$ cat src/rtl/led_frame_remap_dim_gamma_assert.svh
// Assertion macros shared by the LED frame remap, dim and gamma RTL.
// Expects signals named clk and rst_n in the including module.
`ifndef LED_FRAME_REMAP_DIM_GAMMA_ASSERT_SVH
`define LED_FRAME_REMAP_DIM_GAMMA_ASSERT_SVH

// Condition holds at every clock edge outside reset.
`define LFRDG_ASSERT_ALWAYS(lbl, cond, msg) \
    lbl: assert property (@(posedge clk) disable iff (!rst_n) (cond)) else $error(msg);

// Antecedent at one edge implies consequent at the next edge.
`define LFRDG_ASSERT_NEXT(lbl, ante, cons, msg) \
    lbl: assert property (@(posedge clk) disable iff (!rst_n) (ante) |=> (cons)) \
        else $error(msg);

`endif

$ cat src/rtl/lfrdg_pkg.sv
// Types and constants for the LED frame remap, dim and gamma block.
// No dependencies; imported by every module of the block.
`timescale 1ns / 1ps
`default_nettype none

package lfrdg_pkg;

    localparam int ADDR_W      = 9;
    localparam int DATA_W      = 8;
    localparam int MAP_DATA_W  = 7;
    localparam int LED_W       = 8;
    localparam int CH_W        = 2;
    localparam int GAMMA_DEPTH = 256;
    localparam int CFG_AW      = 4;
    localparam int CFG_DW      = 32;
    localparam int DIM_W       = 9;
    localparam int BOOST_K_W   = 13;
    localparam int PROD1_W     = 16;
    localparam int PROD2_W     = 21;
    localparam int RECIP_W     = 21;
    localparam int RECIP_PW    = PROD2_W + RECIP_W;
    localparam int RECIP_SHIFT = 33;
    localparam int Q2_W        = RECIP_PW - RECIP_SHIFT;

    // floor(n / 5100) == (n * RECIP_5100) >> 33 for every n below 2**21
    localparam logic [RECIP_W-1:0]   RECIP_5100  = 21'd1684301;
    localparam logic [PROD2_W-1:0]   BOOST_LIMIT = 21'd1300500;
    localparam logic [DATA_W-1:0]    DIM_CLAMP   = 8'd254;
    localparam logic [DIM_W-1:0]     DIM_MAX     = 9'd255;
    localparam logic [BOOST_K_W-1:0] BOOST_MUL   = 13'd20;
    localparam logic [BOOST_K_W-1:0] BOOST_ADD   = 13'd255;

    localparam logic [LED_W-1:0] WEAK_LED_A = 8'd14;
    localparam logic [LED_W-1:0] WEAK_LED_B = 8'd77;
    localparam logic [LED_W-1:0] WEAK_LED_C = 8'd78;
    localparam logic [LED_W-1:0] WEAK_LED_D = 8'd81;

    // multiply by 171 then shift by 9 gives address / 3 for address below 512
    localparam logic [LED_W-1:0] DIV3_MUL   = 8'd171;
    localparam int               DIV3_SHIFT = 9;

    localparam int QUEUE_DEPTH = 4;
    localparam int QUEUE_PW    = 2;
    localparam int QUEUE_CW    = 3;

    typedef enum logic [1:0] {
        OP_FRAME  = 2'd0,
        OP_MAP    = 2'd1,
        OP_GAMMA  = 2'd2,
        OP_RENDER = 2'd3
    } op_t;

    typedef enum logic [1:0] {
        REG_DIM_LEVEL    = 2'd0,
        REG_BLANK_FRAME  = 2'd1,
        REG_BOOST_ENABLE = 2'd2,
        REG_DIM_MODE     = 2'd3
    } cfg_idx_t;

    typedef struct packed {
        logic [DATA_W-1:0]    dim;
        logic [BOOST_K_W-1:0] boost_k;
        logic                 blank;
        logic                 boost_on;
    } cfg_t;

    typedef struct packed {
        op_t               op;
        logic [ADDR_W-1:0] addr;
        logic [DATA_W-1:0] data;
        logic [LED_W-1:0]  led;
        logic [CH_W-1:0]   ch;
        logic              weak_led;
    } item_t;

endpackage

`default_nettype wire

$ cat src/rtl/lfrdg_queue.sv
// Short FIFO between the front end and the back-end pipeline.
// Depends on lfrdg_pkg and the assertion macro header.
`timescale 1ns / 1ps
`default_nettype none
`include "led_frame_remap_dim_gamma_assert.svh"

module lfrdg_queue
    import lfrdg_pkg::*;
(
    input  wire  logic  clk,
    input  wire  logic  rst_n,
    input  wire  logic  push,
    input  wire  item_t push_item,
    output logic        full,
    input  wire  logic  pop,
    output logic        not_empty,
    output item_t       head
);

    item_t                storage_reg [QUEUE_DEPTH];
    logic [QUEUE_PW-1:0]  wr_ptr_reg;
    logic [QUEUE_PW-1:0]  rd_ptr_reg;
    logic [QUEUE_CW-1:0]  count_reg;
    logic [QUEUE_CW-1:0]  count_next;

    assign full      = count_reg == QUEUE_CW'(QUEUE_DEPTH);
    assign not_empty = count_reg != '0;
    assign head      = storage_reg[rd_ptr_reg];

    always_comb
    begin
        count_next = count_reg;
        if (push && !pop)
        begin
            count_next = count_reg + 1'b1;
        end
        else if (pop && !push)
        begin
            count_next = count_reg - 1'b1;
        end
    end

    always_ff @(posedge clk or negedge rst_n)
    begin
        if (!rst_n)
        begin
            wr_ptr_reg <= '0;
            rd_ptr_reg <= '0;
            count_reg  <= '0;
        end
        else
        begin
            if (push)
            begin
                wr_ptr_reg <= wr_ptr_reg + 1'b1;
            end
            if (pop)
            begin
                rd_ptr_reg <= rd_ptr_reg + 1'b1;
            end
            count_reg <= count_next;
        end
    end

    always_ff @(posedge clk)
    begin
        if (push)
        begin
            storage_reg[wr_ptr_reg] <= push_item;
        end
    end

    `LFRDG_ASSERT_ALWAYS(a_queue_bound, count_reg <= QUEUE_CW'(QUEUE_DEPTH), "queue overfilled")

endmodule

`default_nettype wire

$ cat config.mk
export PLATFORM = sky130hd
export DESIGN_NAME = lfrdg_queue
export DESIGN_NICKNAME = d
export VERILOG_FILES = /design/src/rtl/lfrdg_pkg.sv /design/src/rtl/lfrdg_queue.sv
export VERILOG_INCLUDE_DIRS = /design/src /design/src/rtl
export SDC_FILE = /design/constraint.sdc
export NUM_CORES = 1
export LEC_CHECK = 0
export ABC_AREA = 1
export BUFFER_PORTS_ARGS = -buffer_cell sky130_fd_sc_hd__buf_4
export CORE_UTILIZATION = 60
export DETAILED_ROUTE_END_ITERATION = 10
export PLACE_DENSITY = 0.82
export SLEW_MARGIN = 20
export SYNTH_ARGS = -nofsm -noshare
export SYNTH_HDL_FRONTEND = slang
export SYNTH_SLANG_ARGS = --single-unit
$ cat constraint.sdc
create_clock -name clk -period 2.8 [get_ports clk]
set_input_delay 0.14 -clock clk [delete_from_list [all_inputs] [get_ports clk]]
set_output_delay 0.14 -clock clk [all_outputs]
set_load 0.05 [all_outputs]
==> results.toml <==
[run_status]
outcome = "finished clean"

[cts]
cts_buffer_depth = 2
clkSinkCount = 127
cts-resized-gates = 0
cts_tree = "built"
cts_hold_buf = 34
ctsRootBufferMaster = "clkbuf_8"
post-cts-setup-buffers = 0
cts.reportedPaths.clkPinSlew_ps = 60
clk_latency_ps = 520
htreeDepth = 4
cts_inserted_buffers = 17

[yosys]
synth_edf_count = 120
yosys_most_used_dff = "edfxtp_1"
synth_warnings = 0
synth_fp_nets = 439
ys_types = 18
synth-async-reset-ratio_pct = 5.51
syn_inst = 399
yosysSeqAreaShare_pct = 72.0
synth_area_leaders = "edfxtp_1, nand2_1, o211ai_1, inv_1, dfrtp_1"
synth_most_common_cell = "edfxtp_1"
synth_top_area_share_pct = 68.6
netlist_area_um2 = 5250
synthTopCellsByCount = "edfxtp_1, nand2_1, inv_1"
yosysTopAreaCell = "edfxtp_1"
ys_seq_elements = 127
avgSynthCellArea_um2 = 13.2

[worst_setup_path]
critPathKind = "reg -> out"
cpMaxStageDelayCell = "dfrtp_4"
reg2regPathDepth = 5
crit_family = "flip-flops"
rr_endpoint = "storage_reg[2][21]$_DFFE_PP_"
crit_chain = "buf_4 > nand2_1 > o211ai_1 > nand2_1 > buf_4"
critPathBufInv = 2
reg2reg_from = "wr_ptr_reg[0]$_DFFE_PN0P_"
worst_ep_arrival_time_ps = 2350
crit_fanout = 86
r2r_slack_ps = 1010
cp_slowest_stage_delay_ps = 1000
critPathLaunchType = "register"
worstPathRequired_ps = 2660
endpoint_kind = "primary output"

[sta]
rsz0062_at_grt = "false"
period_minus_slack_ps = 2490
setup-tns-final_ps = 0
worst-slew-pin-transition_ps = 876
clock.fmax_mhz = 401
finClkSkew_ps = 5.20
setup_viol = 0
drv_slew = 0
fin_crit_sh_pct = 89.0
relSlewSlack_pct = 41.6
finalHoldViolCount = 0

[detailed_routing]
avgViaCountPerCell = 5.28
wl_met2_um = 5540
routed_wl_um = 10400
drc = 0
drt_pass1_iterations = 4
dr_wl_met3_um = 644
first_iter_violations = 188
maxUsedRoutingLayer = "met4"
wl_per_cell_um = 16.7
route.vias.total = 3283
antenna_left = 0
wl_met1_um = 4090

[floorplan]
die_area_um2 = 9130
core_area_um2 = 8340
placementRows = 33
initial_utilization_pct = 62.9
die_w_um = 95.5
pin_count = 66
die_h_um = 95.5

[pwr]
p_int_mw = 5.06
powerDensity_nw_per_um2 = 1250
pwr-share-clk_pct = 27.4
combinationalPowerShare_pct = 39.6
seqPwrFrac_pct = 33.0
vdd_drop_max_v = 0.000990
power_mw = 8.51
cellLeakagePower_nw = 2.82
power.net_switching_mw = 3.46
switching_share_pct = 40.6

[placement]
portBuffers = 65
gp_congestion = 0.754
dpl.hpwl_um = 5730

[final_layout]
n_antenna_cell = 0
num-fill-cells = 431
nets = 545
final_layout_size_suffix_gt1_share_pct = 22.2
largest_reg_flops = 120
regArea_um2 = 3780
multi_input_area_um2 = 1040
syn2layout_area_growth_pct = 29.5

[global_route]
antenna_found_initial = 0
gr-usage-all-layers_pct = 25.3
grt_pass1_wl_um = 16100
grt-ovfl-total = 0
grt_pass1_vias = 3269
grt_max_degree = 87

[worst_hold_path]
whs_endpoint = "storage_reg[2][12]$_DFFE_PP_"
min_path_cells = 2
hold_start = "push_item[12]"
min-delay-path-class = "in -> reg"

[job]
cap_violations = 0
[cells by family (layout without fill, tap and decap cells)]
logic type | Yosys count | count (layout) | share of synthesized area [%]
XOR/XNOR | 4 | 4 | 0.667
flip-flops | 127 | 127 | 72.0
AND/OR/NAND/NOR | 108 | 108 | 7.82
adder cells (fa/ha/maj) | 6 | 6 | 1.57
buffers and inverters | 93 | 211 | 8.25
AO/OA/AOI/OAI | 61 | 61 | 9.72
[cells in the final DEF, fill, tap and decap left out]
cell type	n
nor2_1	1
clkinv_1	2
nand4_1	1
dfrtp_4	1
o211ai_1	49
clkinv_4	1
buf_12	4
fa_1	1
inv_1	72
xor2_1	3
edfxtp_1	120
xnor2_1	1
clkinvlp_4	4
buf_4	70
clkbuf_16	16
o211ai_2	11
bufinv_16	5
inv_6	2
nand2_1	104
nor3_1	1
dfrtp_1	6
o21ai_1	1
ha_1	5
dlygate4sd3_1	34
clkbuf_8	1
nand3_1	1
[worst register-to-register path, stage by stage, from the launching register on]
cell and delay [ps]:
dfrtp_1 420, inv_1 110, ha_1 150, nand2_1 50, inv_1 520, buf_12 250
[worst max path at each step]
stage | start | to | slack, ps | depth (start not counted)
after CTS | rd_ptr_reg[0]$_DFFE_PN0P_ | head[11] | 320 | 5
after global routing | rd_ptr_reg[0]$_DFFE_PN0P_ | head[13] | 170 | 5
after detailed placement | rd_ptr_reg[0]$_DFFE_PN0P_ | head[11] | 890 | 5
final | rd_ptr_reg[0]$_DFFE_PN0P_ | head[11] | 310 | 5
after floorplan | count_reg[0]$_DFFE_PN0P_ | full | 1140 | 1
after global placement | rd_ptr_reg[0]$_DFFE_PN0P_ | head[11] | 960 | 5
[area by class of cell]
type,count,share of cell area (%)
flip-flops and latches,127,55.7
multi-input cells,179,15.3
repair buffers,108,13.9
clock buffers,17,6.09
inverters,72,3.98
clock inverters,14,3.15
well taps,105,1.93
[per-stage QoR]
stage,area [µm²],utilization [%],setup slack (ps),hold WS (ps),instances
finish,6800,81.5,307,363,622
global route,6800,81.5,168,350,622
CTS,6800,81.5,322,336,622
detailed placement,5830,69.9,894,-40.1,557
global placement,5830,69.9,963,-40.2,557
floorplan,5250,-,1140,-156,399
[per-layer routing]
layer	global-route usage [%]	vias to the layer above
met3	6.70	14
met2	44.1	121
met5	0	-
met1	30.3	1566
li1	-	1582
met4	9.08	0
[power by group through the flow]
stage                     Sequential, mW  Combinational (mW)  Clock, mW
after global routing                2.85                3.60       2.43
final                               2.81                3.37       2.33
after detailed placement            2.84                3.31          0
after CTS                           2.81                3.38       2.34
after floorplan                     2.63                2.61          0
after global placement              2.81                3.25          0
Note: power is estimated with default switching activity, not from simulation.
