`config.mk`:
```
export PLATFORM = sky130hd
export DESIGN_NAME = lfrdg_front
export DESIGN_NICKNAME = d
export VERILOG_FILES = /design/src/rtl/led_frame_remap_dim_gamma_assert.svh /design/src/rtl/lfrdg_pkg.sv /design/src/rtl/lfrdg_front.sv
export SDC_FILE = /design/constraint.sdc
export NUM_CORES = 1
export LEC_CHECK = 0
export BUFFER_PORTS_ARGS = -buffer_cell sky130_fd_sc_hd__buf_2
export CAP_MARGIN = 20
export CORE_MARGIN = 4
export CORE_UTILIZATION = 55
export CTS_BUF_LIST = sky130_fd_sc_hd__clkbuf_16
export DETAILED_ROUTE_END_ITERATION = 8
export PLACE_DENSITY = 0.79
export SLEW_MARGIN = 30
export SYNTH_ARGS = -nofsm -noshare
export SYNTH_HDL_FRONTEND = slang
export SYNTH_SLANG_ARGS = --single-unit
export TNS_END_PERCENT = 10
```
`constraint.sdc`:
```
create_clock -name clk -period 2.1 [get_ports clk]
set_input_delay 0.525 -clock clk [delete_from_list [all_inputs] [get_ports clk]]
set_output_delay 0.525 -clock clk [all_outputs]
set_load 0.02 [all_outputs]
```
`src/rtl/led_frame_remap_dim_gamma_assert.svh`:
```
// Assertion macros shared by the LED frame remap, dim and gamma RTL.
// Expects signals named clk and rst_n in the including module.
`ifndef LED_FRAME_REMAP_DIM_GAMMA_ASSERT_SVH
`define LED_FRAME_REMAP_DIM_GAMMA_ASSERT_SVH

// Condition holds at every clock edge outside reset.
`define LFRDG_ASSERT_ALWAYS(lbl, cond, msg) \
    lbl: assert property (@(posedge clk) disable iff (!rst_n) (cond)) else $error(msg);

// Antecedent at one edge implies consequent at the next edge.
`define LFRDG_ASSERT_NEXT(lbl, ante, cons, msg) \
    lbl: assert property (@(posedge clk) disable iff (!rst_n) (ante) |=> (cons)) \
        else $error(msg);

`endif

```
`src/rtl/lfrdg_pkg.sv`:
```
// Types and constants for the LED frame remap, dim and gamma block.
// No dependencies; imported by every module of the block.
`timescale 1ns / 1ps
`default_nettype none

package lfrdg_pkg;

    localparam int ADDR_W      = 9;
    localparam int DATA_W      = 8;
    localparam int MAP_DATA_W  = 7;
    localparam int LED_W       = 8;
    localparam int CH_W        = 2;
    localparam int GAMMA_DEPTH = 256;
    localparam int CFG_AW      = 4;
    localparam int CFG_DW      = 32;
    localparam int DIM_W       = 9;
    localparam int BOOST_K_W   = 13;
    localparam int PROD1_W     = 16;
    localparam int PROD2_W     = 21;
    localparam int RECIP_W     = 21;
    localparam int RECIP_PW    = PROD2_W + RECIP_W;
    localparam int RECIP_SHIFT = 33;
    localparam int Q2_W        = RECIP_PW - RECIP_SHIFT;

    // floor(n / 5100) == (n * RECIP_5100) >> 33 for every n below 2**21
    localparam logic [RECIP_W-1:0]   RECIP_5100  = 21'd1684301;
    localparam logic [PROD2_W-1:0]   BOOST_LIMIT = 21'd1300500;
    localparam logic [DATA_W-1:0]    DIM_CLAMP   = 8'd254;
    localparam logic [DIM_W-1:0]     DIM_MAX     = 9'd255;
    localparam logic [BOOST_K_W-1:0] BOOST_MUL   = 13'd20;
    localparam logic [BOOST_K_W-1:0] BOOST_ADD   = 13'd255;

    localparam logic [LED_W-1:0] WEAK_LED_A = 8'd14;
    localparam logic [LED_W-1:0] WEAK_LED_B = 8'd77;
    localparam logic [LED_W-1:0] WEAK_LED_C = 8'd78;
    localparam logic [LED_W-1:0] WEAK_LED_D = 8'd81;

    // multiply by 171 then shift by 9 gives address / 3 for address below 512
    localparam logic [LED_W-1:0] DIV3_MUL   = 8'd171;
    localparam int               DIV3_SHIFT = 9;

    localparam int QUEUE_DEPTH = 4;
    localparam int QUEUE_PW    = 2;
    localparam int QUEUE_CW    = 3;

    typedef enum logic [1:0] {
        OP_FRAME  = 2'd0,
        OP_MAP    = 2'd1,
        OP_GAMMA  = 2'd2,
        OP_RENDER = 2'd3
    } op_t;

    typedef enum logic [1:0] {
        REG_DIM_LEVEL    = 2'd0,
        REG_BLANK_FRAME  = 2'd1,
        REG_BOOST_ENABLE = 2'd2,
        REG_DIM_MODE     = 2'd3
    } cfg_idx_t;

    typedef struct packed {
        logic [DATA_W-1:0]    dim;
        logic [BOOST_K_W-1:0] boost_k;
        logic                 blank;
        logic                 boost_on;
    } cfg_t;

    typedef struct packed {
        op_t               op;
        logic [ADDR_W-1:0] addr;
        logic [DATA_W-1:0] data;
        logic [LED_W-1:0]  led;
        logic [CH_W-1:0]   ch;
        logic              weak_led;
    } item_t;

endpackage

`default_nettype wire

```
`src/rtl/lfrdg_front.sv`:
```
// Front end: accepts input beats, drops out-of-range items and classifies renders.
// Depends on lfrdg_pkg; feeds lfrdg_queue.
`timescale 1ns / 1ps
`default_nettype none

module lfrdg_front
    import lfrdg_pkg::*;
#(
    parameter int NUM_LEDS = 128
)
(
    input  wire  logic              clk,
    input  wire  logic              rst_n,
    input  wire  logic              in_valid,
    output logic                    in_ready,
    input  wire  logic [1:0]        operation,
    input  wire  logic [ADDR_W-1:0] address,
    input  wire  logic [DATA_W-1:0] data,
    output logic                    push,
    output item_t                   push_item,
    input  wire  logic              queue_full
);

    localparam logic [31:0] FRAME_BYTES = 32'(3 * NUM_LEDS);
    localparam logic [31:0] MAP_DEPTH   = 32'(NUM_LEDS);

    logic                       f_valid_reg;
    item_t                      f_item_reg;
    item_t                      f_item_next;
    logic                       keep;
    logic                       accept;
    logic [ADDR_W+LED_W-1:0]    div_prod;
    logic [ADDR_W:0]            rem_wide;
    logic [CH_W-1:0]            rem;
    logic [31:0]                addr32;

    assign in_ready = !f_valid_reg || !queue_full;
    assign accept   = in_valid && in_ready;
    assign push     = f_valid_reg && !queue_full;
    assign push_item = f_item_reg;
    assign addr32   = 32'(address);

    // LED index and colour position; swap the first two channels for GRB.
    always_comb
    begin
        div_prod          = (ADDR_W+LED_W)'(address) * (ADDR_W+LED_W)'(DIV3_MUL);
        f_item_next.op    = op_t'(operation);
        f_item_next.addr  = address;
        f_item_next.data  = data;
        f_item_next.led   = div_prod[DIV3_SHIFT +: LED_W];
        rem_wide          = {1'b0, address} - ((ADDR_W+1)'(f_item_next.led) * (ADDR_W+1)'(3));
        rem               = rem_wide[CH_W-1:0];
        case (rem)
            2'd0:    f_item_next.ch = 2'd1;
            2'd1:    f_item_next.ch = 2'd0;
            default: f_item_next.ch = 2'd2;
        endcase
        f_item_next.weak_led = (f_item_next.led == WEAK_LED_A) ||
                               (f_item_next.led == WEAK_LED_B) ||
                               (f_item_next.led == WEAK_LED_C) ||
                               (f_item_next.led == WEAK_LED_D);
    end

    // Drop writes and renders outside their stores here.
    always_comb
    begin
        unique case (op_t'(operation))
            OP_FRAME:  keep = addr32 < FRAME_BYTES;
            OP_MAP:    keep = addr32 < MAP_DEPTH;
            OP_GAMMA:  keep = addr32 < 32'(GAMMA_DEPTH);
            OP_RENDER: keep = addr32 < FRAME_BYTES;
            default:   keep = 1'b0;
        endcase
    end

    always_ff @(posedge clk or negedge rst_n)
    begin
        if (!rst_n)
        begin
            f_valid_reg <= 1'b0;
        end
        else if (accept)
        begin
            f_valid_reg <= keep;
        end
        else if (push)
        begin
            f_valid_reg <= 1'b0;
        end
    end

    always_ff @(posedge clk)
    begin
        if (accept)
        begin
            f_item_reg <= f_item_next;
        end
    end

endmodule

`default_nettype wire

```
==> reports/results.txt <==
global-route wire length before repair -> 9650 um
CTS H-tree lvls -> 2
layout cells sized above 1 -> 45.9%
vias in the first global route -> 1926
Worst Path Max Fanout -> 3
largest net degree at the start of global routing -> 31
setup violators final -> 11
leakage -> 1.67 nW
Critical Path RT -> 2.20 ns
Ports -> 55
Tot GR Track Use -> 24.3%
Design Power -> 0.00475 W
worst min path class -> primary input to asynchronous set/reset pin
Worst setup SP type -> primary input
pwr dens -> 1390 mW/mm^2
gp weighted congestion -> 0.888
maximum vdd drop -> 0.000660 V
TritonCTS Sinks -> 31
Layout area overhead -> 41.8%
Setup TNS -> -18.59 ns
core area -> 0.00412 sq mm
Worst path top cell family by delay -> adder cells
final wirelength -> 6400 um
Post-Synthesis Cell Area -> 0.00241 sq mm
WP buf/inv -> 3
register share of total power -> 19.6%
Async S/R FF share, synth -> 3.23%
clk_skew -> 0.00349 ns
FF+latch count, synth -> 31
post-synth top area share -> 37.3%
minimum clock period -> 4.25 ns
cell with the most instances after synthesis -> ha_1
Post-synth top cells -> ha_1 (52), edfxtp_1 (30), inv_1 (28), fa_1 (15), nand2_1 (8)
failing checks -> negative setup slack
top_reg_cell synth -> edfxtp_1
max reg flops -> 30
DR WL/cell -> 18.7 um
antenna violations before repair -> 0
CTS clk-pin slew, worst paths -> 0.05 ns
Max Clk Rate -> 235 MHz
Syn Area/Cell -> 13.0 sq um
number of synthesized flops with an enable pin -> 30
Post-route DRC -> 0
Die W -> 74.2 um
final setup margin -> -2.15 ns
status -> finished, violations left
sequential area share after synthesis -> 38.4%
final instance area -> 0.00342 sq mm
Post-DP Area -> 0.00305 sq mm
arrival time at the worst endpoint -> 4.35 ns
Starting Density -> 58.7%
Max-cap violations -> 0
Worst Max-Slew Pin Slew -> 0.390 ns
CTS Hold Buffers Added -> 0
ANT nets after route -> 0
ant diodes -> 0
Rows -> 23
Cells after Synth -> 186
critical-path cell list -> buf_8 > ha_4 > inv_2 > fa_1 > inv_2 > fa_1 > fa_1 > ha_4 > a21o_1 > a211oi_4 > o21bai_2 > xor2_1 > or4b_1 > a221oi_2
Setup crit end kind -> register
number of synthesis warnings -> 0
TritonCTS clock tree -> built
CTS buffer count -> 5
top post-synthesis cells by area -> edfxtp_1 (37%), ha_1 (27%), fa_1 (12%), inv_1 (4.4%), xnor2_1 (2.2%)
die height -> 74.2 um
DR vias -> 1893
CP Class -> primary input to register
post-route clock period utilization -> 202%
Sw Share -> 39.3%
CTS max path bufs -> 2
total grt overflow -> 0
max-slew violations -> 0
worst hold margin -> 0.0167 ns
Comb pwr share -> 66.2%
Slew HR -> 74.0%
largest area contributor in the netlist -> edfxtp_1
port bufs -> 54
Psw -> 0.00187 W
Clock Power Share -> 14.2%
RSZ-0062 raised after global routing -> true
worst-skew pair later-pin latency -> 0.27 ns
post-synth cell types -> 35
die area -> 0.00551 sq mm
root buf cell -> clkbuf_16
most used cell, CP -> fa_1
nets -> 381
internal power -> 0.00288 W
Crit-path slowest cell -> fa_1
DP HPWL -> 4320 um
drt first pass iters -> 4
Critical Path Max Stage Delay -> 0.59 ns
DR iter-0 viols -> 99
DR vias/cell -> 5.54
syn_nets -> 276
pre-CTS setup slack -> -2.45 ns
Hold Vio Cnt, Final -> 0
fill count -> 201
## power groups by stage
stage	clock network, W	registers [W]	logic, W
5_1_grt	0.000706	0.000938	0.00338
2_1_floorplan	0	0.00109	0.00133
3_3_place_gp	0	0.000932	0.00224
4_1_cts	0.000669	0.000930	0.00280
3_5_place_dp	0	0.000941	0.00235
6_report	0.000676	0.000931	0.00314
## cells by family after synthesis
group	count (synthesis)	synth area share [%]
fa+ha+maj	67	39.4
flops	31	38.4
buf+inv	28	4.35
simple gates	26	5.50
compound gates	23	8.35
xor+xnor	10	3.63
mux	1	0.415
## cell type report
cell class	instances	area, sq um	area share, %
clock buffers	5	125	3.66
clock inverters	3	12.5	0.366
inverters	28	105	3.07
multi-input cells	127	1560	45.6
flip-flops and latches	31	926	27.1
well taps	50	62.6	1.83
repair buffers	98	631	18.4
## cells in the final DEF, fill, tap and decap left out, drive strengths merged
cell type	Yosys	routed
mux2i	1	1
o21a	1	1
fa	15	15
a22oi	1	1
o211ai	1	1
a2111oi	1	1
or4b	1	1
a31oi	1	1
and2	1	1
xnor2	6	6
nand4	2	2
a211oi	1	1
a221oi	1	1
nand3	2	2
nor3	2	2
nand2	8	8
or2	1	1
o2111ai	1	1
o31ai	1	1
a21oi	6	6
nor2	5	5
or3	1	1
buf	0	98
o21bai	4	4
o21ai	3	3
dfrtp	1	1
nand4b	1	1
xor2	4	4
inv	28	30
nor2b	2	2
edfxtp	30	30
a21o	1	1
ha	52	52
clkinv	0	1
clkbuf	0	5
## routing by layer
metal	wire (um)	up-vias	GRT usage, %
met5	0	-	0
met4	298	0	12.3
met3	385	27	5.27
met2	3140	74	41.5
met1	2570	926	28.9
li1	-	866	-
## metrics by stage
step / std cells / utilization [%]
6_report: 342 / 83.2
5_1_grt: 342 / 83.2
4_1_cts: 341 / 82.0
3_5_place_dp: 327 / 74.2
3_3_place_gp: 327 / 74.2
2_1_floorplan: 186 / -
## repair_timing
action,in CTS,in global routing
endpoints found under the setup margin,11,11
pin swaps,25,19
setup buffers,6,1
gates resized for setup,22,9
## worst paths after layout
check / slack [ns] / start / to / cells past startpoint
hold / removal: 0.02 / rst_n / f_valid_reg / 1
max in group asynchronous: 2.00 / rst_n / f_valid_reg / 1
min in group clk: 0.43 / data[2] / push_item[13] / 1
setup reg to reg: 0.75 / f_valid_reg / push_item[16] / 3
hold reg to reg: 0.59 / f_valid_reg / f_valid_reg / 2
setup / recovery: -2.15 / address[2] / push_item[0] / 14
Note: power is estimated with default switching activity, not from simulation.
