<file path="config.mk">
export PLATFORM = sky130hd
export DESIGN_NAME = lfrdg_cfg
export DESIGN_NICKNAME = d
export VERILOG_FILES = /design/src/rtl/led_frame_remap_dim_gamma_assert.svh /design/src/rtl/lfrdg_pkg.sv /design/src/rtl/lfrdg_cfg.sv
export SDC_FILE = /design/constraint.sdc
export NUM_CORES = 1
export LEC_CHECK = 0
export BUFFER_PORTS_ARGS = -buffer_cell sky130_fd_sc_hd__buf_2
export CAP_MARGIN = 20
export CELL_PAD_IN_SITES_DETAIL_PLACEMENT = 2
export CELL_PAD_IN_SITES_GLOBAL_PLACEMENT = 2
export CORE_ASPECT_RATIO = 0.8
export CORE_UTILIZATION = 27
export CTS_BUF_LIST = sky130_fd_sc_hd__clkbuf_2
export DETAILED_ROUTE_END_ITERATION = 10
export HOLD_SLACK_MARGIN = 0.02
export MAX_ROUTING_LAYER = met4
export PLACE_DENSITY = 0.78
export SLEW_MARGIN = 20
export SYNTH_ARGS = -nofsm -noshare
export SYNTH_HDL_FRONTEND = slang
export SYNTH_SLANG_ARGS = --single-unit
</file>
<file path="constraint.sdc">
create_clock -name clk -period 4 [get_ports clk]
set_input_delay 0.8 -clock clk [delete_from_list [all_inputs] [get_ports clk]]
set_output_delay 0.8 -clock clk [all_outputs]
set_load 0.02 [all_outputs]
</file>
<file path="src/rtl/led_frame_remap_dim_gamma_assert.svh">
// Assertion macros shared by the LED frame remap, dim and gamma RTL.
// Expects signals named clk and rst_n in the including module.
`ifndef LED_FRAME_REMAP_DIM_GAMMA_ASSERT_SVH
`define LED_FRAME_REMAP_DIM_GAMMA_ASSERT_SVH

// Condition holds at every clock edge outside reset.
`define LFRDG_ASSERT_ALWAYS(lbl, cond, msg) \
    lbl: assert property (@(posedge clk) disable iff (!rst_n) (cond)) else $error(msg);

// Antecedent at one edge implies consequent at the next edge.
`define LFRDG_ASSERT_NEXT(lbl, ante, cons, msg) \
    lbl: assert property (@(posedge clk) disable iff (!rst_n) (ante) |=> (cons)) \
        else $error(msg);

`endif

</file>
<file path="src/rtl/lfrdg_pkg.sv">
// Types and constants for the LED frame remap, dim and gamma block.
// No dependencies; imported by every module of the block.
`timescale 1ns / 1ps
`default_nettype none

package lfrdg_pkg;

    localparam int ADDR_W      = 9;
    localparam int DATA_W      = 8;
    localparam int MAP_DATA_W  = 7;
    localparam int LED_W       = 8;
    localparam int CH_W        = 2;
    localparam int GAMMA_DEPTH = 256;
    localparam int CFG_AW      = 4;
    localparam int CFG_DW      = 32;
    localparam int DIM_W       = 9;
    localparam int BOOST_K_W   = 13;
    localparam int PROD1_W     = 16;
    localparam int PROD2_W     = 21;
    localparam int RECIP_W     = 21;
    localparam int RECIP_PW    = PROD2_W + RECIP_W;
    localparam int RECIP_SHIFT = 33;
    localparam int Q2_W        = RECIP_PW - RECIP_SHIFT;

    // floor(n / 5100) == (n * RECIP_5100) >> 33 for every n below 2**21
    localparam logic [RECIP_W-1:0]   RECIP_5100  = 21'd1684301;
    localparam logic [PROD2_W-1:0]   BOOST_LIMIT = 21'd1300500;
    localparam logic [DATA_W-1:0]    DIM_CLAMP   = 8'd254;
    localparam logic [DIM_W-1:0]     DIM_MAX     = 9'd255;
    localparam logic [BOOST_K_W-1:0] BOOST_MUL   = 13'd20;
    localparam logic [BOOST_K_W-1:0] BOOST_ADD   = 13'd255;

    localparam logic [LED_W-1:0] WEAK_LED_A = 8'd14;
    localparam logic [LED_W-1:0] WEAK_LED_B = 8'd77;
    localparam logic [LED_W-1:0] WEAK_LED_C = 8'd78;
    localparam logic [LED_W-1:0] WEAK_LED_D = 8'd81;

    // multiply by 171 then shift by 9 gives address / 3 for address below 512
    localparam logic [LED_W-1:0] DIV3_MUL   = 8'd171;
    localparam int               DIV3_SHIFT = 9;

    localparam int QUEUE_DEPTH = 4;
    localparam int QUEUE_PW    = 2;
    localparam int QUEUE_CW    = 3;

    typedef enum logic [1:0] {
        OP_FRAME  = 2'd0,
        OP_MAP    = 2'd1,
        OP_GAMMA  = 2'd2,
        OP_RENDER = 2'd3
    } op_t;

    typedef enum logic [1:0] {
        REG_DIM_LEVEL    = 2'd0,
        REG_BLANK_FRAME  = 2'd1,
        REG_BOOST_ENABLE = 2'd2,
        REG_DIM_MODE     = 2'd3
    } cfg_idx_t;

    typedef struct packed {
        logic [DATA_W-1:0]    dim;
        logic [BOOST_K_W-1:0] boost_k;
        logic                 blank;
        logic                 boost_on;
    } cfg_t;

    typedef struct packed {
        op_t               op;
        logic [ADDR_W-1:0] addr;
        logic [DATA_W-1:0] data;
        logic [LED_W-1:0]  led;
        logic [CH_W-1:0]   ch;
        logic              weak_led;
    } item_t;

endpackage

`default_nettype wire

</file>
<file path="src/rtl/lfrdg_cfg.sv">
// Configuration register file with an APB-style slave port.
// Depends on lfrdg_pkg; publishes the derived scaling settings as cfg_t.
`timescale 1ns / 1ps
`default_nettype none

module lfrdg_cfg
    import lfrdg_pkg::*;
(
    input  wire  logic              clk,
    input  wire  logic              rst_n,
    input  wire  logic              psel,
    input  wire  logic              penable,
    input  wire  logic              pwrite,
    input  wire  logic [CFG_AW-1:0] paddr,
    input  wire  logic [CFG_DW-1:0] pwdata,
    output logic       [CFG_DW-1:0] prdata,
    output logic                    pready,
    output cfg_t                    cfg
);

    logic [DIM_W-1:0] dim_level_reg;
    logic             blank_frame_reg;
    logic             boost_enable_reg;
    logic             dim_mode_reg;
    cfg_t             cfg_reg;
    cfg_t             cfg_next;
    logic             wr_en;
    cfg_idx_t         idx;

    assign pready = 1'b1;
    assign wr_en  = psel && penable && pwrite && pready;
    assign idx    = cfg_idx_t'(paddr[3:2]);

    always_ff @(posedge clk or negedge rst_n)
    begin
        if (!rst_n)
        begin
            dim_level_reg    <= DIM_MAX;
            blank_frame_reg  <= 1'b0;
            boost_enable_reg <= 1'b0;
            dim_mode_reg     <= 1'b0;
        end
        else if (wr_en)
        begin
            unique case (idx)
                REG_DIM_LEVEL:    dim_level_reg    <= pwdata[DIM_W-1:0];
                REG_BLANK_FRAME:  blank_frame_reg  <= pwdata[0];
                REG_BOOST_ENABLE: boost_enable_reg <= pwdata[0];
                REG_DIM_MODE:     dim_mode_reg     <= pwdata[0];
                default:          dim_mode_reg     <= dim_mode_reg;
            endcase
        end
    end

    always_comb
    begin
        unique case (idx)
            REG_DIM_LEVEL:    prdata = CFG_DW'(dim_level_reg);
            REG_BLANK_FRAME:  prdata = CFG_DW'(blank_frame_reg);
            REG_BOOST_ENABLE: prdata = CFG_DW'(boost_enable_reg);
            REG_DIM_MODE:     prdata = CFG_DW'(dim_mode_reg);
            default:          prdata = '0;
        endcase
    end

    // Clamp the level and precompute the boost factor 20*d + 255.
    always_comb
    begin
        cfg_next.dim      = (dim_level_reg > DIM_MAX) ? DIM_CLAMP : dim_level_reg[DATA_W-1:0];
        cfg_next.boost_k  = BOOST_K_W'(cfg_next.dim) * BOOST_MUL + BOOST_ADD;
        cfg_next.blank    = blank_frame_reg;
        cfg_next.boost_on = boost_enable_reg && dim_mode_reg && (dim_level_reg != '0);
    end

    always_ff @(posedge clk or negedge rst_n)
    begin
        if (!rst_n)
        begin
            cfg_reg.dim      <= DIM_MAX[DATA_W-1:0];
            cfg_reg.boost_k  <= BOOST_K_W'(DIM_MAX) * BOOST_MUL + BOOST_ADD;
            cfg_reg.blank    <= 1'b0;
            cfg_reg.boost_on <= 1'b0;
        end
        else
        begin
            cfg_reg <= cfg_next;
        end
    end

    assign cfg = cfg_reg;

endmodule

`default_nettype wire

</file>
==> impl_metrics.yaml <==
outcome:
  status: "completed"
sta:
  worst_slack_ps: 577
  rsz0062_at_grt: "false"
  setup_viol: 0
  slew_headroom_pct: 47.6
  drv_slew: 0
  skew_ps: 18.3
  final_hold_viol_count: 0
  tightest_slew_ps: 782
  finalCriticalPeriod_ps: 3420
  period_share_pct: 85.6
  finalSetupTns_ps: 0
  timing.fmax_mhz: 292
clock_tree:
  clk_path_buf_depth: 2
  cts_resized: 0
  clk_latency_ps: 390
  clock-sinks: 33
  htreeDepth: 2
  numCtsBuffers: 5
  cts_tree: "done"
  postCtsHoldBufs: 0
  cts_root_buf: "clkbuf_2"
  clk_pin_slew_worst_paths_ps: 180
  cts_setup_buffers: 0
setup_path:
  cp.arrival_ps: 3730
  cpPeakStageDelay_ps: 570
  critPathSlowestCell: "dfrtp_1"
  ff2ff_setup_slack_ps: 580
  r2r-start: "dim_level_reg[8]"
  rr_worst_depth: 11
  end_kind: "flop"
  crit_chain: "nor2_1 > inv_1 > ha_1 > ha_1 > fa_1 > a211oi_1 > nor2_1 > xor2_1 > nand4_1 > a21o_1 > o211ai_1"
  start_kind: "flop"
  cp.required_ps: 4300
  worstSetupPathType: "flop to flop"
  reg2reg_to: "cfg[14]"
  crit_fanout: 17
logic_synthesis:
  ys_top_cells_by_area: "dfstp_2 30%, dfrtp_1 15%, buf_4 10%"
  synthSimpleGateAreaFrac_pct: 13.9
  synth_xor_area_share_pct: 6.01
  synth_top_area_cell: "dfstp_2"
  synth-adder-area-share_pct: 8.98
  ys_warn_count: 0
  synth_top_area_share_pct: 30.5
  netlist_area_sq_um: 1900
  synth_edf_count: 0
  ys_seq_elements: 33
  ys_types: 34
  ys.flop_type: "dfstp_2"
  yosysSeqAreaShare_pct: 45.0
  synth_top_family_by_area: "simple AND/OR/NAND/NOR gates"
  syn-instance-count: 168
  synth_compound_area_share_pct: 6.14
  synthMuxAreaShare_pct: 8.32
  avgSynthCellArea_sq_um: 11.3
  async_reset_ff_share_pct: 100
floorplanning:
  coreArea_sq_um: 6570
  die_x_microns: 95.7
  die_h_microns: 76.9
  rows: 26
  io_pins: 97
  dieArea_sq_um: 7360
  initial_core_util_pct: 28.8
worst_hold_path:
  holdPathStages: 0
  holdPathEnd: "cfg[1]"
  hp-class: "flop to flop"
  hold_path.startpoint: "blank_frame_reg"
placed_design:
  dp_slack_ps: 631
  gp_congestion: 0.754
  placed_cells: 294
  hpwl_microns: 3380
  io_buffers: 45
global_route:
  grt_max_degree: 34
  grt_pass1_vias: 1409
  antenna_found_initial: 0
  met2_usage_pct: 21.0
  grt_overflow: 0
  grt.busiest_layer: "met2"
  grtUsageMet1_pct: 16.7
  track_usage_pct: 13.2
  grt_pass1_wl_microns: 7160
  met3_usage_pct: 3.37
power_and_ir_drop:
  leakage_uw: 0.00101
  vdd_drop_max_uv: 175
  powerDensity_nw_per_um2: 747
  power.total_uw: 1610
routing:
  wire_per_inst_microns: 14.2
  vias: 1306
  via_per_inst: 4.32
  drt_pass1_iterations: 2
  drc: 0
  totalWireLength_microns: 4300
  drtIter0Drc: 21
  drtAntennaViolNets: 0
cells_and_area:
  final_cells: 302
  largest_reg_flops: 21
  diodes: 0
  nFillCells: 764
  final_util_pct: 32.8
  syn_to_final_growth_pct: 13.7
  drive_gt1_share_pct: 45.9
  final_nets: 271
job:
  drv_cap: 0
synth_stat cells, types with 2 or more instances:
| master | number |
|---|---|
| or2_2 | 8 |
| nand4_1 | 2 |
| xor2_1 | 6 |
| nor3_2 | 2 |
| nor2_1 | 12 |
| nand3_1 | 4 |
| buf_4 | 26 |
| o211ai_1 | 2 |
| dfstp_2 | 22 |
| nor3_1 | 3 |
| and2_1 | 9 |
| conb_1 | 2 |
| o21ai_0 | 5 |
| nand2_1 | 3 |
| mux2_2 | 12 |
| xnor2_1 | 7 |
| inv_1 | 4 |
| nor4_1 | 2 |
| ha_1 | 12 |
| dfrtp_1 | 11 |
how the worst max path moves through the flow:
stage | startpoint | endpoint | slack (ps)
after global placement | dim_level_reg[8] | cfg[14] | 750
after CTS | dim_level_reg[8] | cfg[14] | 570
after global routing | dim_level_reg[8] | cfg[14] | 280
final | dim_level_reg[8] | cfg[14] | 580
after detailed placement | dim_level_reg[8] | cfg[14] | 630
after floorplan | dim_level_reg[8] | cfg[14] | 1040
routing by layer:
layer,vias up,part of all wire [%],wire (microns)
met2,43,47,2020
met4,0,1.3,54
met1,634,46,1980
met3,8,5.7,245
met5,-,0,0
li1,621,-,-
per-stage QoR:
step	hold WS [ps]	instance area [sq um]
after CTS	433	2160
after floorplan	366	1990
after global placement	387	2120
after global routing	458	2160
after detailed placement	392	2120
final	423	2160
worst max-delay path: cells and delay by family, from the launching register on:
| kind | cells | cell delay (ps) |
|---|---|---|
| adder cells (fa/ha/maj) | 3 | 1010 |
| AO/OA/AOI/OAI | 3 | 690 |
| AND/OR/NAND/NOR | 3 | 570 |
| flip-flops | 1 | 570 |
| buffers and inverters | 1 | 160 |
| XOR/XNOR | 1 | 350 |
cell type report:
type	count	area (sq um)	share of cell area, %
Multi-Input combinational cell	128	918	42.6
Sequential cell	33	853	39.6
Timing Repair Buffer	45	225	10.4
Tap cell	84	105	4.88
Clock buffer	7	35.0	1.63
Inverter	4	15.0	0.696
Clock inverter	1	3.75	0.174
power breakdown:
group | internal [uW] | switching [uW] | total, uW
clock | 46.8 | 116 | 163
sequential | 500 | 58.0 | 558
combinational | 353 | 536 | 889
cells by family (layout without fill, tap and decap cells):
family / after synthesis / in the layout
AND/OR/NAND/NOR: 48 / 48
AO/OA/AOI/OAI: 15 / 15
buffers and inverters: 31 / 57
XOR/XNOR: 13 / 13
multiplexers: 13 / 13
adder cells (fa/ha/maj): 13 / 13
other: 2 / 26
flip-flops: 33 / 33
placed cells by master (no fill, tap or decap), types with 2 or more instances in the layout:
master / n
and2_1: 9
buf_2: 45
clkbuf_2: 7
conb_1: 26
dfrtp_1: 11
dfstp_2: 22
ha_1: 12
inv_1: 4
mux2_2: 12
nand2_1: 3
nand3_1: 4
nand4_1: 2
nor2_1: 12
nor3_1: 3
nor3_2: 2
nor4_1: 2
o211ai_1: 2
o21ai_0: 5
or2_2: 8
xnor2_1: 7
xor2_1: 6
Power figures use the tool's default switching activity.
